`src/sv/smpm_pkg.sv`:
```
// Shared types, constants and the pointer decode of the power monitor register block.
// No dependencies; the register file, the top level, the checker and the testbench import it.
package smpm_pkg;

    localparam int unsigned SLOT_COUNT = 10;
    localparam int unsigned SLOT_W     = 4;

    localparam logic [7:0] PTR_LAST_LOW = 8'h07;
    localparam logic [7:0] PTR_MFR_ID   = 8'hFE;
    localparam logic [7:0] PTR_DIE_ID   = 8'hFF;
    localparam logic [SLOT_W-1:0] SLOT_MFR_ID = 4'd8;
    localparam logic [SLOT_W-1:0] SLOT_DIE_ID = 4'd9;

    localparam logic [7:0] BYTE_UNSUPPORTED = 8'hFF;

    localparam logic ACT_WRITE = 1'b0;
    localparam logic ACT_READ  = 1'b1;

    typedef enum logic {
        ST_IDLE,
        ST_EXEC
    } state_t;

    typedef struct packed {
        logic              hit;
        logic [SLOT_W-1:0] idx;
    } slot_t;

    typedef struct packed {
        logic              en;
        logic [SLOT_W-1:0] addr;
        logic [15:0]       data;
    } rf_wr_t;

    typedef struct packed {
        logic              en;
        logic [SLOT_W-1:0] addr;
    } rf_rd_t;

    // Map a bus pointer onto a register file slot.
    function automatic slot_t slot_of(input logic [7:0] ptr);
        slot_t s;
        s.hit = 1'b0;
        s.idx = '0;
        if (ptr <= PTR_LAST_LOW) begin
            s.hit = 1'b1;
            s.idx = {1'b0, ptr[2:0]};
        end else if (ptr == PTR_MFR_ID) begin
            s.hit = 1'b1;
            s.idx = SLOT_MFR_ID;
        end else if (ptr == PTR_DIE_ID) begin
            s.hit = 1'b1;
            s.idx = SLOT_DIE_ID;
        end
        return s;
    endfunction

endpackage

```
`src/sv/smpm_regfile.sv`:
```
// Ten-entry 16-bit register file: synchronous memory with a registered read port.
// Per-entry valid bits make unwritten entries read as zero. Depends on smpm_pkg.
module smpm_regfile
    import smpm_pkg::*;
(
    input  logic        clk,
    input  logic        rst_n,
    input  rf_wr_t      wr,
    input  rf_rd_t      rd,
    output logic [15:0] rdata
);

    logic [15:0]           mem [SLOT_COUNT];
    logic [SLOT_COUNT-1:0] vld_reg;
    logic [15:0]           rd_reg;
    logic                  rvld_reg;

    always_ff @(posedge clk) begin
        if (wr.en) begin
            mem[wr.addr] <= wr.data;
        end
        if (rd.en) begin
            rd_reg <= mem[rd.addr];
        end
    end

    always_ff @(posedge clk or negedge rst_n) begin
        if (!rst_n) begin
            vld_reg  <= '0;
            rvld_reg <= 1'b0;
        end else begin
            if (wr.en) begin
                vld_reg[wr.addr] <= 1'b1;
            end
            if (rd.en) begin
                rvld_reg <= vld_reg[rd.addr];
            end
        end
    end

    // Never-written entries read as zero through their cleared valid bits.
    assign rdata = rvld_reg ? rd_reg : 16'h0000;

endmodule

```
`src/sv/smbus_power_monitor_regs_top.sv`:
```
// Top level of the SMBus power monitor register block.
// Depends on smpm_pkg and smpm_regfile.
//
// Usage:
//   One bus event is a command word on action/pointer/has_word/word. It is
//   taken at a rising edge where start is high and busy is low. A write
//   (action 0) loads the pointer (zero if unsupported and has_word is set),
//   clears the byte select and, with has_word, stores word in the addressed
//   register. A read (action 1) returns one byte of the register named by the
//   current pointer, high byte first. Every command gives exactly one result
//   on read_byte/pointer_valid, marked by a one-cycle done strobe.
// Timing:
//   Accept edge issues the register file access; the next cycle (busy high)
//   selects the byte and updates pointer state; the result shows with done
//   the cycle after. No new command is taken while busy is high.
//   A new command may be taken in the same cycle that done is shown.
// Reset:
//   rst_n clears pointer, byte select, and marks all ten registers as zero.
//   The receiver cannot stall: done lasts one cycle and is not held.
module smbus_power_monitor_regs_top
    import smpm_pkg::*;
(
    input  logic        clk,
    input  logic        rst_n,
    input  logic        start,
    output logic        busy,
    input  logic        action,
    input  logic [7:0]  pointer,
    input  logic        has_word,
    input  logic [15:0] word,
    output logic        done,
    output logic [7:0]  read_byte,
    output logic        pointer_valid
);

    state_t      state_reg, state_next;
    logic        action_reg, action_next;
    logic        wvalid_reg, wvalid_next;
    logic [7:0]  ptr_reg, ptr_next;
    logic        low_reg, low_next;
    logic        done_reg, done_next;
    logic [7:0]  byte_reg, byte_next;
    logic        pvalid_reg, pvalid_next;

    logic        acc;
    slot_t       in_slot;
    slot_t       cur_slot;
    rf_wr_t      rf_wr;
    rf_rd_t      rf_rd;
    logic [15:0] rf_rdata;

    assign acc      = start && (state_reg == ST_IDLE);
    assign in_slot  = slot_of(pointer);
    assign cur_slot = slot_of(ptr_reg);

    // Store the word at the accept edge; reads use the pointer held in ptr_reg.
    always_comb
    begin
        rf_wr.en   = acc && (action == ACT_WRITE) && has_word && in_slot.hit;
        rf_wr.addr = in_slot.idx;
        rf_wr.data = word;
        rf_rd.en   = acc && (action == ACT_READ);
        rf_rd.addr = cur_slot.idx;
    end

    smpm_regfile u_regfile (
        .clk   (clk),
        .rst_n (rst_n),
        .wr    (rf_wr),
        .rd    (rf_rd),
        .rdata (rf_rdata)
    );

    always_comb
    begin
        state_next  = state_reg;
        action_next = action_reg;
        wvalid_next = wvalid_reg;
        ptr_next    = ptr_reg;
        low_next    = low_reg;
        done_next   = 1'b0;
        byte_next   = byte_reg;
        pvalid_next = pvalid_reg;
        case (state_reg)
            ST_IDLE:
            begin
                if (acc) begin
                    state_next  = ST_EXEC;
                    action_next = action;
                    if (action == ACT_WRITE) begin
                        wvalid_next = in_slot.hit;
                        low_next    = 1'b0;
                        // An unsupported pointer with data drops back to zero.
                        ptr_next    = (has_word && !in_slot.hit) ? 8'h00 : pointer;
                    end
                end
            end
            ST_EXEC:
            begin
                state_next = ST_IDLE;
                done_next  = 1'b1;
                if (action_reg == ACT_READ) begin
                    if (cur_slot.hit) begin
                        byte_next   = low_reg ? rf_rdata[7:0] : rf_rdata[15:8];
                        pvalid_next = 1'b1;
                        low_next    = !low_reg;
                    end else begin
                        byte_next   = BYTE_UNSUPPORTED;
                        pvalid_next = 1'b0;
                        ptr_next    = 8'h00;
                        low_next    = 1'b0;
                    end
                end else begin
                    byte_next   = 8'h00;
                    pvalid_next = wvalid_reg;
                end
            end
            default:
            begin
                state_next = ST_IDLE;
            end
        endcase
    end

    always_ff @(posedge clk or negedge rst_n) begin
        if (!rst_n) begin
            state_reg <= ST_IDLE;
            ptr_reg   <= 8'h00;
            low_reg   <= 1'b0;
            done_reg  <= 1'b0;
        end else begin
            state_reg <= state_next;
            ptr_reg   <= ptr_next;
            low_reg   <= low_next;
            done_reg  <= done_next;
        end
    end

    // Payload: no reset needed.
    always_ff @(posedge clk) begin
        action_reg <= action_next;
        wvalid_reg <= wvalid_next;
        byte_reg   <= byte_next;
        pvalid_reg <= pvalid_next;
    end

    assign busy          = (state_reg == ST_EXEC);
    assign done          = done_reg;
    assign read_byte     = byte_reg;
    assign pointer_valid = pvalid_reg;

`ifndef SYNTHESIS
    a_accept_goes_busy: assert property (@(posedge clk) disable iff (!rst_n)
        (start && !busy) |=> busy)
        else $error("accepted command did not enter execution");
    a_busy_then_done: assert property (@(posedge clk) disable iff (!rst_n)
        busy |=> (done && !busy))
        else $error("execution cycle did not produce a result");
    a_done_only_after_busy: assert property (@(posedge clk) disable iff (!rst_n)
        done |-> $past(busy))
        else $error("result strobe without a command");
    a_invalid_byte: assert property (@(posedge clk) disable iff (!rst_n)
        (done && !pointer_valid) |-> (read_byte == BYTE_UNSUPPORTED || read_byte == 8'h00))
        else $error("unsupported pointer returned a data byte");
    a_pointer_cleared: assert property (@(posedge clk) disable iff (!rst_n)
        (done && !pointer_valid && read_byte == BYTE_UNSUPPORTED) |-> (ptr_reg == 8'h00 && !low_reg))
        else $error("failed read left pointer state set");
`endif

endmodule

```
`config.mk`:
```
export PLATFORM = sky130hd
export DESIGN_NAME = smbus_power_monitor_regs_top
export DESIGN_NICKNAME = d
export VERILOG_FILES = /design/src/sv/smpm_pkg.sv /design/src/sv/smpm_regfile.sv /design/src/sv/smbus_power_monitor_regs_top.sv
export SDC_FILE = /design/constraint.sdc
export NUM_CORES = 1
export LEC_CHECK = 0
export ABC_AREA = 1
export BUFFER_PORTS_ARGS = -buffer_cell sky130_fd_sc_hd__buf_2
export CORE_UTILIZATION = 24
export DETAILED_ROUTE_END_ITERATION = 16
export HOLD_SLACK_MARGIN = 0.05
export SYNTH_ARGS = -nofsm -noshare
export SYNTH_HDL_FRONTEND = slang
export SYNTH_HIERARCHICAL = 1
export SYNTH_SLANG_ARGS = --single-unit
```
`constraint.sdc`:
```
create_clock -name clk -period 6.5 [get_ports clk]
set_input_delay 0.325 -clock clk [delete_from_list [all_inputs] [get_ports clk]]
set_output_delay 0.325 -clock clk [all_outputs]
set_load 0.05 [all_outputs]
```
Word-level counts from Yosys, hierarchy flattened

Memory sizes are Yosys's and may differ from the RTL's. A register that Yosys moved wholly into a read port is not among the register bits.
Index checks and enable logic that the tools add are counted.

Mux-type cells: 31
Bitwise logic cells: 3
Order comparisons: 5
Reduce and logical (&&, ||, !) cells: 13
Equal/unequal tests: 8

Operators with widths:

| operator                                                       | count |
|---|---|
| two-way mux 8 bit                                              | 7 |
| equality test 8 bit, second input constant                     | 4 |
| two-way mux 5 bit                                              | 6 |
| less-or-equal comparator 8 x 3 -> 1 bit, second input constant | 2 |
| two-way mux 16 bit                                             | 1 |
| one-hot mux 8 bit (2 select lines)                             | 1 |
| two-way mux 1 bit                                              | 12 |
| < comparator 4 x 5 -> 1 bit, second input constant             | 2 |
| bitwise OR 10 bit                                              | 1 |
| logical AND 1 bit                                              | 7 |
| != test 2 bit, second input constant                           | 3 |
| AND reduction 3 bit                                            | 2 |
| binary-select mux 1 bit (select 4 bit)                         | 1 |
| demux 1 bit (select 4 bit)                                     | 1 |
| >= comparator 4 x 1 -> 1 bit, second input constant            | 1 |
| one-hot mux 1 bit (2 select lines)                             | 2 |
| AND reduction 4 bit                                            | 1 |
| logical NOT 1 bit                                              | 2 |
| != test 2 x 1 -> 1 bit, second input constant                  | 1 |
| inverter 1 bit                                                 | 2 |
| AND reduction 2 bit                                            | 1 |

Register bits after elaboration: 33
Input bits: 29
Bits in writable memories: 160
Memories: 1

Memory list:

| memory        | words | width | rd ports | clocked after memory_dff | write ports | line               | RTL |
|---|---|---|---|---|---|---|---|
| u_regfile.mem | 10    | 16    | 1        | 1                        | 1           | smpm_regfile.sv:13 | `logic [15:0] mem [SLOT_COUNT];` |

Depth between registers and ports, before layout

Depth in word-level cells: 10
Gate-level depth with buffers: 15

Cells and area by module

The synthesis kept the hierarchy.

By module, submodules not included:

| module                       | instances | cells each | area each (um^2) |
|---|---|---|---|
| smpm_regfile                 | 1         | 605        | 7492.2 |
| smbus_power_monitor_regs_top | 1         | 155        | 1172.4 |

Worst setup path before layout

Ideal clock, no wire load.

Path kind: reg2reg
From: register state_reg (netlist: busy)
To: register u_regfile.rvld_reg
Clock period less this slack: 2.741 ns
Setup slack: 3.759 ns
Setup time: 0.121 ns
Cell stages (with the launch flop): 5
Data arrival time: 2.619 ns
Required time: 6.379 ns
Path through: dfrtp_1 buf_2 nor3_1 o21a_1 a21oi_1

RTL lines:

| what                     | line                                | RTL |
|---|---|---|
| start: declaration       | smbus_power_monitor_regs_top.sv:36  | `state_t state_reg, state_next;` |
| start signal: assignment | smbus_power_monitor_regs_top.sv:132 | `state_reg <= state_next;` |
| end signal: assignment   | smpm_regfile.sv:36                  | `rvld_reg <= vld_reg[rd.addr];` |
| end: declaration         | smpm_regfile.sv:16                  | `logic rvld_reg;` |

==> impl_results.md <==
* Final WL at 18.83 mm
* Worst Setup EP: u_regfile/mem[5][0]
* Critical path type: reg2reg
* # Post-CTS Setup Buffers at 0
* Crit path max-delay cell type: dfrtp_1
* Instance count on the critical path at 7
* Drt initial violations at between 300 and 400
* Worst Skew at 0.008554 ns
* Post-synth EDFFs at 187
* CTS Buf Count at 22
* Syn nets at 789
* IO Count at 40
* Int Power at 2296 uW
* Yosys warnings at 6
* Switching power at 760.1 uW
* Slowest stage delay, CP at 0.71 ns
* Mapped Cells at 760
* Most frequent cells in the layout: edfxtp_1 (187), nor2_1 (140), o21ai_0 (104)
* Root Buffer Master: clkbuf_16
* Post-Syn Area per Cell at between 10 and 15 sq um
* Met1 wire length at 9.059 mm
* Register area share after synthesis at 0.7116
* R2r worst-path depth at 7
* Vias in the first global route at 5345
* Synth Register Bits at 209
* R2r endpoint: u_regfile/mem[5][0]
* CTS Sinks at 209
* Clk buf depth at 3
* PD cells at a little over 300 mW/mm^2
* Reg2reg setup slack at 3.61 ns
* Fin cells at 1281
* Ys flop type: edfxtp_1
* DR vias/cell at 4.263
* Crit-path cells: nor2_2 -> nand2_1 -> inv_1 -> and3_1 -> nand3_1 -> nor2_1 -> buf_4
* Max IR drop VDD at 0.1456 mV
* Dpl hpwl at 10.85 mm
* Met3 WL post-DR at around 1000 um
* CP startpoint: busy
* H-tree levels at 1
* Largest net degree at the start of global routing at between 100 and 150
* Met2 WL at 8.315 mm
* Data required, critical path at 6.70 ns
* Vias at 5461
* Remaining antenna violation count at 0
* Distinct cells, synth at 30
* WL/cell at 14.70 um
* Die H at 192.0 um
* Fmax at 346.4 MHz
* DRT Pass-1 Iters at 4
* Fin crit share at 0.4442
* Detailed-route DRC error count at 0
* Initial antenna violation count at 1
* CTS tree: built
* Slew HR at 0.3138
* Startpoint types: flop
* Die Area at 0.03687 sq mm
* Worst Path Arrival at 3.08 ns
* Core area at 0.03557 sq mm
* Setup_tns at 0 ns
* Worst Tran Pin Value at 1.029 ns
* Worst-Skew Late Latency at 0.50 ns
* Critical-path maximum fanout at 25
* Nets at 834
* Worst r2r src: busy
* Setup violators final at 0
* Top layer in use: met5
* Buffers on Ports at 39
* First-pass GRT wire length at 30.15 mm
* Leakage at 0.003752 uW
* Switching share of power at 0.2487
* DP Worst Slack at ~3.6 ns
* Row count at 69
* Die width at 192.0 um
* Gr ovfl total at 0
* Initial Utilization at 0.2436
* RSZ-0062 raised after global routing: false
* Gr usage total at 0.1055
* Fin. Hold Viols at 0
* # Max-Cap Violations at 0
* Largest register FFs at between 150 and 200
* Gate power share at 0.111
* Fill count at 3645
* Reg power frac at 0.500
* CTS clock-pin slew for the worst setup and hold paths at 0.06 ns
* Worst Setup End Kind: flop
* Final slew viol count at 0
* Worst setup margin at 3.613 ns
* Antenna diodes at 0
* Cell family with most CP delay: simple AND/OR/NAND/NOR gates
* WP buf/inv at 2
* Seq. cell area at slightly above 0.006 sq mm
* Layout cells sized above 1 at 0.1329
* Synth async-reset ratio at 0.1053
* Synthesized area at ~0.0087 sq mm
* Multi-input gate area at 0.002017 sq mm
* GP Congestion at 0.7384
* Hold Path Class: in2reg
* Placed cells at 1240
* Status: finished clean
* Layout area overhead at 16.07%
* Min Tclk post-route at 2.887 ns
* Clock network power share at 0.389
* Commonest non-fill, non-tap cell in the layout: edfxtp_1
## synth_stat cells, types with 2 or more instances
master,number,area (sq um)
edfxtp_1,187,5615
nor2_1,142,533.0
o21ai_0,104,520.5
nand2_1,90,337.8
inv_1,71,266.5
nand3_1,44,220.2
dfrtp_1,22,550.5
a21oi_1,18,90.09
o211ai_1,16,120.1
clkbuf_1,15,56.30
nor2_2,11,68.82
buf_2,8,40.04
buf_4,4,30.03
buf_6,4,45.04
nand2_2,3,18.77
o21ai_1,3,15.01
buf_1,2,7.510
clkinv_1,2,7.510
inv_2,2,7.510
o21a_1,2,15.01
## logic make-up after synthesis
logic type,count (synthesis),synth area share
AND/OR/NAND/NOR,296,0.1408
buffers and inverters,111,0.05791
AO/OA/AOI/OAI,144,0.08968
flip-flops,209,0.7116
## per-stage QoR
| stage | total power, uW | area, sq um | util | hold WS (ns) |
|---|---|---|---|---|
| 6_report | 3057 | 10060 | 0.2827 | 0.1142 |
| 5_1_grt | 3180 | 10060 | 0.2827 | 0.1199 |
| 4_1_cts | 3085 | 10060 | 0.2827 | 0.1063 |
| 3_5_place_dp | 1898 | 9355 | 0.2630 | 0.3317 |
| 3_3_place_gp | 1894 | 9355 | 0.2630 | 0.3272 |
| 2_1_floorplan | 1802 | 8665 | - | 0.02941 |
## power groups by stage
stage	Clock (uW)	Combinational [uW]	Sequential, uW
finish	1190	340	1530
global route	1260	388	1530
CTS	1210	344	1530
detailed placement	0	342	1560
global placement	0	339	1550
floorplan	0	227	1570
## what timing repair did
action | 4_1_cts | 5_1_grt
hold endpoints to repair | 23 | 0
hold buffers | 2 | 0
endpoints found under the setup margin | 0 | 0
resized for setup | 0 | 0
## layout make-up
| cell class | instances | share of cell area |
|---|---|---|
| clock inverter | 11 | 0.007713 |
| multi-input combinational | 440 | 0.2005 |
| tap | 461 | 0.05735 |
| sequential | 209 | 0.6131 |
| clock buffer | 28 | 0.06009 |
| inverter | 76 | 0.02861 |
| timing repair buffer | 56 | 0.03260 |
## how the worst min path moves through the flow
stage	startpoint	to	slack [ns]	cells after the start
2_1_floorplan	rst_n	busy	0.03	0
3_3_place_gp	rst_n	ptr_reg[1]	0.33	1
3_5_place_dp	rst_n	ptr_reg[5]	0.33	1
4_1_cts	word[11]	u_regfile/mem[4][11]	0.11	1
5_1_grt	word[11]	u_regfile/mem[7][11]	0.12	1
6_report	word[11]	u_regfile/mem[0][11]	0.11	1
## per-layer routing
| metal | vias up | track usage |
|---|---|---|
| met4 | 2 | 0.02816 |
| met2 | 135 | 0.1620 |
| met5 | - | 0 |
| met3 | 35 | 0.01992 |
| li1 | 2680 | - |
| met1 | 2609 | 0.1510 |
Note: power is estimated with default switching activity, not from simulation.
